File: config.mk
export PLATFORM = sky130hd
export DESIGN_NAME = gclock_slot_replacement_unit
export DESIGN_NICKNAME = d
export VERILOG_FILES = /design/src/gsr_pkg.sv /design/src/gclock_slot_replacement_unit.sv /design/src/gsr_ctrl.sv /design/src/gsr_datapath.sv
export SDC_FILE = /design/constraint.sdc
export NUM_CORES = 1
export LEC_CHECK = 0
export ABC_AREA = 1
export BUFFER_PORTS_ARGS = -buffer_cell sky130_fd_sc_hd__buf_2
export CAP_MARGIN = 20
export CORE_MARGIN = 1.5
export CORE_UTILIZATION = 60
export CTS_CLUSTER_DIAMETER = 120
export DETAILED_ROUTE_END_ITERATION = 7
export PLACE_DENSITY = 0.85
export SETUP_SLACK_MARGIN = 0.02
export SYNTH_ARGS = -nofsm -noshare
export SYNTH_HDL_FRONTEND = slang
export SYNTH_SLANG_ARGS = --single-unit
File: constraint.sdc
create_clock -name clk -period 14.1 [get_ports clk]
set_clock_uncertainty 0.15 [all_clocks]
set_input_delay 0.705 -clock clk [delete_from_list [all_inputs] [get_ports clk]]
set_output_delay 0.705 -clock clk [all_outputs]
set_load 0.01 [all_outputs]
File: src/gsr_pkg.sv
// ----------------------------------------------------------------------------
// gsr_pkg
// Shared types and constants of the GCLOCK slot replacement unit: payload
// structs, use levels, operation and status codes, controller interface.
// ----------------------------------------------------------------------------
package gsr_pkg;

    localparam int NUM_SLOTS_DEF = 256;
    localparam int CFG_W         = 9;
    localparam int IDX_W         = 8;

    localparam logic [CFG_W-1:0] CFG_RESET = 9'd256;

    localparam logic OP_ALLOC = 1'b0;
    localparam logic OP_VISIT = 1'b1;

    localparam logic [1:0] STAT_ALLOC = 2'd0;
    localparam logic [1:0] STAT_VISIT = 2'd1;
    localparam logic [1:0] STAT_RANGE = 2'd2;

    localparam logic [1:0] LVL_EMPTY = 2'd0;
    localparam logic [1:0] LVL_IDLE  = 2'd1;
    localparam logic [1:0] LVL_INUSE = 2'd2;
    localparam logic [1:0] LVL_BUSY  = 2'd3;

    typedef struct packed {
        logic             operation;
        logic [IDX_W-1:0] slot_index;
    } req_item_t;

    typedef struct packed {
        logic [IDX_W-1:0] chosen_slot;
        logic [1:0]       status;
    } rsp_item_t;

    typedef struct packed {
        logic clr;
        logic load;
        logic rd;
        logic step;
        logic finish;
    } ctrl_cmd_t;

    typedef struct packed {
        logic clear_last;
        logic done;
        logic out_free;
    } dp_stat_t;

endpackage

File: src/gclock_slot_replacement_unit.sv
// ----------------------------------------------------------------------------
// gclock_slot_replacement_unit
// GCLOCK slot replacement policy over a fixed set of slots.
// ----------------------------------------------------------------------------
// The request channel (req_valid, req_ready, req) carries one operation per
// beat: allocate a slot, or visit the slot given by slot_index. The response
// channel (rsp_valid, rsp_ready, rsp) returns one beat per request with the
// chosen or echoed slot and a status code. The slot count register is
// written through cfg_we and cfg_wdata; the user must write it only while
// the unit is idle, which the unit itself does not enforce. A visit is
// accepted, its slot level is read and evaluated, and its result is written
// to the response register with rsp_valid high. An allocate repeats the
// read and evaluate steps for every busy or in-use slot the hand passes,
// since each such slot costs one read and one write of the level memory.
// The next request is taken only once the previous one has reached the
// response register: no new item is taken before the last one is through.
// After reset a clearing pass writes every slot to empty, one per cycle,
// with req_ready low; configuration writes are taken during it. When the
// receiver stalls, the response beat is held and the unit finishes the next
// item up to the point where it must hand over its result, then waits.
// ----------------------------------------------------------------------------
module gclock_slot_replacement_unit
    import gsr_pkg::*;
#(
    parameter int NUM_SLOTS = NUM_SLOTS_DEF
)
(
    input  logic             clk,
    input  logic             rst_n,
    input  logic             req_valid,
    output logic             req_ready,
    input  req_item_t        req,
    output logic             rsp_valid,
    input  logic             rsp_ready,
    output rsp_item_t        rsp,
    input  logic             cfg_we,
    input  logic [CFG_W-1:0] cfg_wdata
);

    ctrl_cmd_t cmd;
    dp_stat_t  stat;

    gsr_ctrl u_ctrl (
        .clk       (clk),
        .rst_n     (rst_n),
        .req_valid (req_valid),
        .req_ready (req_ready),
        .stat      (stat),
        .cmd       (cmd)
    );

    gsr_datapath #(
        .NUM_SLOTS (NUM_SLOTS)
    ) u_datapath (
        .clk       (clk),
        .rst_n     (rst_n),
        .cfg_we    (cfg_we),
        .cfg_wdata (cfg_wdata),
        .req       (req),
        .rsp_valid (rsp_valid),
        .rsp_ready (rsp_ready),
        .rsp       (rsp),
        .cmd       (cmd),
        .stat      (stat)
    );

endmodule

File: src/gsr_ctrl.sv
// ----------------------------------------------------------------------------
// gsr_ctrl
// Controller of the slot replacement unit: clearing pass after reset, item
// acceptance, and the read and evaluate loop of the hand.
// ----------------------------------------------------------------------------
module gsr_ctrl
    import gsr_pkg::*;
(
    input  logic      clk,
    input  logic      rst_n,
    input  logic      req_valid,
    output logic      req_ready,
    input  dp_stat_t  stat,
    output ctrl_cmd_t cmd
);

    typedef enum logic [3:0] {
        S_CLEAR = 4'b0001,
        S_IDLE  = 4'b0010,
        S_READ  = 4'b0100,
        S_EVAL  = 4'b1000
    } state_t;

    state_t state_reg;
    state_t state_next;

    always_comb
    begin
        state_next = state_reg;
        cmd        = '0;
        req_ready  = 1'b0;
        case (state_reg)
            S_CLEAR:
            begin
                cmd.clr = 1'b1;
                if (stat.clear_last)
                begin
                    state_next = S_IDLE;
                end
            end
            S_IDLE:
            begin
                req_ready = 1'b1;
                if (req_valid)
                begin
                    cmd.load   = 1'b1;
                    state_next = S_READ;
                end
            end
            S_READ:
            begin
                cmd.rd     = 1'b1;
                state_next = S_EVAL;
            end
            S_EVAL:
            begin
                if (stat.done)
                begin
                    if (stat.out_free)
                    begin
                        cmd.finish = 1'b1;
                        state_next = S_IDLE;
                    end
                end
                else
                begin
                    cmd.step   = 1'b1;
                    state_next = S_READ;
                end
            end
            default:
            begin
                state_next = S_CLEAR;
            end
        endcase
    end

    always_ff @(posedge clk or negedge rst_n)
    begin
        if (!rst_n)
        begin
            state_reg <= S_CLEAR;
        end
        else
        begin
            state_reg <= state_next;
        end
    end

endmodule

File: src/gsr_datapath.sv
// ----------------------------------------------------------------------------
// gsr_datapath
// Datapath of the slot replacement unit: slot level memory, hand, slot count
// register, item registers and the response register.
// ----------------------------------------------------------------------------
module gsr_datapath
    import gsr_pkg::*;
#(
    parameter int NUM_SLOTS = NUM_SLOTS_DEF
)
(
    input  logic             clk,
    input  logic             rst_n,
    input  logic             cfg_we,
    input  logic [CFG_W-1:0] cfg_wdata,
    input  req_item_t        req,
    output logic             rsp_valid,
    input  logic             rsp_ready,
    output rsp_item_t        rsp,
    input  ctrl_cmd_t        cmd,
    output dp_stat_t         stat
);

    localparam int SLOT_W = $clog2(NUM_SLOTS);
    localparam int CNT_W  = $clog2(NUM_SLOTS + 1);
    localparam int EW     = (CNT_W > CFG_W) ? CNT_W : CFG_W;

    logic [1:0]        mem [NUM_SLOTS];
    logic [CFG_W-1:0]  cfg_reg;
    logic [SLOT_W-1:0] hand_reg;
    logic              started_reg;
    logic [SLOT_W-1:0] clr_reg;
    logic [SLOT_W-1:0] pos_reg;
    logic              op_reg;
    logic [IDX_W-1:0]  idx_reg;
    logic [1:0]        rd_data_reg;
    rsp_item_t         rsp_reg;
    logic              rsp_valid_reg;

    logic [CNT_W-1:0]  eff_count;
    logic              out_range;
    logic              mem_we;
    logic [SLOT_W-1:0] mem_wa;
    logic [1:0]        mem_wd;

    function automatic logic [SLOT_W-1:0] wrap_inc(input logic [SLOT_W-1:0] p,
                                                   input logic [CNT_W-1:0]  n);
        logic [SLOT_W:0] nxt;
        nxt = {1'b0, p} + (SLOT_W+1)'(1);
        if (nxt >= (SLOT_W+1)'(n))
        begin
            return '0;
        end
        return nxt[SLOT_W-1:0];
    endfunction

    always_comb
    begin
        if (cfg_reg == '0 || EW'(cfg_reg) > EW'(NUM_SLOTS))
        begin
            eff_count = CNT_W'(NUM_SLOTS);
        end
        else
        begin
            eff_count = CNT_W'(cfg_reg);
        end
    end

    assign out_range = EW'(idx_reg) >= EW'(eff_count);

    assign stat.clear_last = (clr_reg == SLOT_W'(NUM_SLOTS - 1));
    assign stat.done       = (op_reg == OP_VISIT) || !started_reg
                             || (rd_data_reg == LVL_EMPTY) || (rd_data_reg == LVL_IDLE);
    assign stat.out_free   = !rsp_valid_reg || rsp_ready;

    always_comb
    begin
        mem_we = 1'b0;
        mem_wa = pos_reg;
        mem_wd = LVL_INUSE;
        if (cmd.clr)
        begin
            mem_we = 1'b1;
            mem_wa = clr_reg;
            mem_wd = LVL_EMPTY;
        end
        else if (cmd.step)
        begin
            mem_we = 1'b1;
            mem_wd = rd_data_reg - 2'd1;
        end
        else if (cmd.finish)
        begin
            if (op_reg == OP_ALLOC)
            begin
                mem_we = 1'b1;
            end
            else if (!out_range && (rd_data_reg == LVL_IDLE || rd_data_reg == LVL_INUSE))
            begin
                mem_we = 1'b1;
                mem_wd = rd_data_reg + 2'd1;
            end
        end
    end

    always_ff @(posedge clk)
    begin
        if (mem_we)
        begin
            mem[mem_wa] <= mem_wd;
        end
        if (cmd.rd)
        begin
            rd_data_reg <= mem[pos_reg];
        end
    end

    always_ff @(posedge clk or negedge rst_n)
    begin
        if (!rst_n)
        begin
            cfg_reg       <= CFG_RESET;
            hand_reg      <= '0;
            started_reg   <= 1'b0;
            clr_reg       <= '0;
            rsp_valid_reg <= 1'b0;
        end
        else
        begin
            if (cfg_we)
            begin
                cfg_reg <= cfg_wdata;
            end
            if (cmd.clr)
            begin
                clr_reg <= clr_reg + SLOT_W'(1);
            end
            if (cmd.finish && op_reg == OP_ALLOC)
            begin
                hand_reg    <= pos_reg;
                started_reg <= 1'b1;
            end
            if (cmd.finish)
            begin
                rsp_valid_reg <= 1'b1;
            end
            else if (rsp_ready)
            begin
                rsp_valid_reg <= 1'b0;
            end
        end
    end

    always_ff @(posedge clk)
    begin
        if (cmd.load)
        begin
            op_reg  <= req.operation;
            idx_reg <= req.slot_index;
            if (req.operation == OP_VISIT)
            begin
                pos_reg <= SLOT_W'(req.slot_index);
            end
            else if (started_reg)
            begin
                pos_reg <= wrap_inc(hand_reg, eff_count);
            end
            else
            begin
                pos_reg <= '0;
            end
        end
        else if (cmd.step)
        begin
            pos_reg <= wrap_inc(pos_reg, eff_count);
        end
        if (cmd.finish)
        begin
            if (op_reg == OP_ALLOC)
            begin
                rsp_reg.chosen_slot <= IDX_W'(pos_reg);
                rsp_reg.status      <= STAT_ALLOC;
            end
            else
            begin
                rsp_reg.chosen_slot <= idx_reg;
                rsp_reg.status      <= out_range ? STAT_RANGE : STAT_VISIT;
            end
        end
    end

    assign rsp_valid = rsp_valid_reg;
    assign rsp       = rsp_reg;

`ifndef SYNTHESIS
    a_finish_sets_valid: assert property (@(posedge clk) disable iff (!rst_n)
        cmd.finish |=> rsp_valid_reg)
        else $error("Response beat not presented after finish.");

    a_finish_free: assert property (@(posedge clk) disable iff (!rst_n)
        cmd.finish |-> (!rsp_valid_reg || rsp_ready))
        else $error("Response register overwritten while stalled.");

    a_hand_in_range: assert property (@(posedge clk) disable iff (!rst_n)
        (cmd.rd && op_reg == OP_ALLOC) |-> (CNT_W'(pos_reg) < eff_count))
        else $error("Allocation hand outside the swept slots.");

    a_started_stays: assert property (@(posedge clk) disable iff (!rst_n)
        !$fell(started_reg))
        else $error("Hand started flag cleared outside reset.");
`endif

endmodule

==> metrics <==
fin util=66.2%; clock buffer depth=3; Cell variety after synth=36; worst path bufs/invs=1; Worst EP required=14.23 ns; CP startpoint kind=flop; worst min-delay path class=in -> async; DRC errors left=0; reg2reg end=u_datapath.mem[29][1]$_DFFE_PP_; total power=0.00339 W; TritonCTS clock tree=yes; Fin. Hold Viols=0; Port Buf Inserts=34; first-pass GRT wire length=96.1 mm; fmax=0.227 GHz; CTS H-tree depth=2; top cells by area, synth=edfxtp_1 (64%), nand2_1 (12%), nand3_1 (6.3%), nor2_1 (4.5%), dfrtp_1 (2.9%); slowest stage delay, CP=0.84 ns; Post-Syn Nets=2,527; die footprint=43,600 um^2; DR iter-0 viols=2,655; largest area contributor in the netlist=edfxtp_1; Reg area=17,000 um^2; CP delay by family, top=simple AND/OR/NAND/NOR gates; count of maximum capacitance violations=0; quantity of hold-fixing buffers added after cts=0; reg2reg setup slack=9.70 ns; pin count of the biggest net entering global routing=257; Initial Util=60.7%; P_leak=10.3 nW; Layout area overhead=9.01%; most common cell after layout, fill and taps aside=nand2_1; Ports=35; synthesized area=25,400 um^2; crit path DAT=4.53 ns; PwrDens=123 nW/um^2; Seq cells post-synth=572; Inst Count DP=2,918; multi-input logic area=7560 um^2; Layout Nets=2,493; crit-path cells=nor4_1 -> nand2_1 -> ha_1 -> inv_1 -> nand2_1 -> ha_1 -> nand2_1 -> nor2_1 -> a21oi_1 -> o31ai_1 -> nor2_1 -> nand3_1 -> nand2_2 -> nand2_1 -> nor2_1; clock slew at reported path FFs=0.06 ns; FF-to-FF Start=u_datapath.cfg_reg[5]$_DFFE_PN0P_; Max-slew headroom=17.9%; FILL cells=2,962; Setup crit end kind=flop; Vias/cell=6.08; RePlAce Congestion=0.887; CP max stage cell=nand2_1; number of buffers created by CTS=56; final number of setup-violating endpoints=0; drt total wl=63.1 mm; setup TNS=0 ns; leading cell types in the layout, fill and taps excluded=nand2_1 (826), edfxtp_1 (541), nand3_1 (321); Post-CTS Setup Bufs=0; die width=209 um; Skew-Pair Late Insertion Delay=0.64 ns; fin. max-slew vios=0; max FFs per register=512; Gates resized, CTS repair=0; Slew @ Worst Pin=1.23 ns; CP dominant cell by count=nand2_1; Row Count=75; Post-Syn Area per Cell=10.3 um^2; post-synthesis sequential area ratio=67.0%; Root Buffer=clkbuf_16; Final period util=31.2%; via count=18.4k; status=finished, final reports clean; RSZ-0062 raised after global routing=no; Synth top area share=63.9%; Setup CP Type=reg -> reg; peak supply drop=0.000108 V; post-synthesis cell count=2,472; Die Span Y=209 um; Total GRT Usage=28.9%; Final HPWL DP=34.2 mm; Ys Warns=0; core area=41,900 um^2; share of cells above drive strength 1=7.89%; minimum clock period=4.40 ns; Worst R2R Path Depth=15; Crit Path Max Fanout=17; Min Hold Slack=0.00581 ns; GRT overflow=0; DRT Pass-1 Iters=7; clock sink count=572; vias in the first global route=18.1k; non-filler cells, final=3,024; antenna violations before repair=1; Diodes inserted=0; DR WL/cell=20.9 um; post-route ant nets=0
## through the flow
stage,cell area (um^2),worst slack [ns]
2_1_floorplan,25400,3.49
3_3_place_gp,25800,9.95
3_5_place_dp,25800,9.86
4_1_cts,27700,9.79
5_1_grt,27700,9.46
6_report,27700,9.70
## power breakdown
group | total [W] | internal [W] | switching [W] | leakage, nW
combinational | 0.0000377 | 0.0000143 | 0.0000235 | 4.24
clock | 0.00152 | 0.000868 | 0.000652 | 0.911
sequential | 0.00184 | 0.00183 | 0.00000181 | 5.16
## synth_stat cells, drive strengths merged
| cell type | n |
|---|---|
| o21ai | 35 |
| nor2 | 319 |
| a31oi | 1 |
| clkbuf | 88 |
| o22ai | 2 |
| clkinv | 2 |
| nor4 | 3 |
| nor3 | 9 |
| nand3 | 323 |
| o21a | 1 |
| ha | 32 |
| inv | 64 |
| nand2 | 836 |
| xor2 | 11 |
| buf | 54 |
| edfxtp | 541 |
| mux2 | 7 |
| xnor2 | 3 |
| o31ai | 3 |
| a21oi | 92 |
| nand3b | 5 |
| o211ai | 1 |
| nand4 | 9 |
| dfstp | 2 |
| dfrtp | 29 |
## how the worst max path moves through the flow
stage	from	end	cells past startpoint
6_report	u_datapath.cfg_reg[5]$_DFFE_PN0P_	u_datapath.mem[29][1]$_DFFE_PP_	15
5_1_grt	u_datapath.cfg_reg[5]$_DFFE_PN0P_	u_datapath.mem[248][1]$_DFFE_PP_	15
4_1_cts	u_datapath.cfg_reg[5]$_DFFE_PN0P_	u_datapath.mem[248][0]$_DFFE_PP_	15
3_5_place_dp	u_datapath.cfg_reg[5]$_DFFE_PN0P_	u_datapath.mem[56][0]$_DFFE_PP_	15
3_3_place_gp	u_datapath.cfg_reg[1]$_DFFE_PN0P_	u_datapath.mem[216][0]$_DFFE_PP_	15
2_1_floorplan	u_datapath.cfg_reg[1]$_DFFE_PN0P_	u_datapath.mem[0][0]$_DFFE_PP_	15
## worst reg2reg max path: cells and delay by family (launching register included)
kind                       cells  cell delay [ns]
adders and majority gates      2             0.60
buffers and inverters          1             0.11
AOI/OAI and AO/OA              2             0.20
and+or+nand+nor               10             2.62
DFF                            1             0.39
## kinds of logic (layout without fill, tap and decap cells)
logic type | after synthesis | in the layout | share of synthesized area [%]
XOR/XNOR | 14 | 14 | 0.482
AO/OA/AOI/OAI | 135 | 135 | 2.89
multiplexers | 7 | 7 | 0.310
AND/OR/NAND/NOR | 1504 | 1504 | 24.4
buffers and inverters | 208 | 221 | 3.35
flip-flops | 572 | 572 | 67.0
adder cells (fa/ha/maj) | 32 | 32 | 1.58
## metal layers
layer / global-route usage [%] / up-vias / share of wire, %
li1: - / 8327 / -
met4: 14.8 / 0 / 4.8
met3: 5.80 / 222 / 12
met2: 46.6 / 1190 / 46
met5: 0 / - / 0
met1: 37.5 / 8651 / 37
## cell type report
class / instances / share of cell area, %
multi-input cells: 1692 / 27.3
clock inverters: 43 / 1.52
flip-flops and latches: 572 / 61.4
inverters: 66 / 0.930
well taps: 539 / 2.43
clock buffers: 62 / 5.22
repair buffers: 50 / 1.17
No activity file was read; power rests on OpenSTA's default activity.
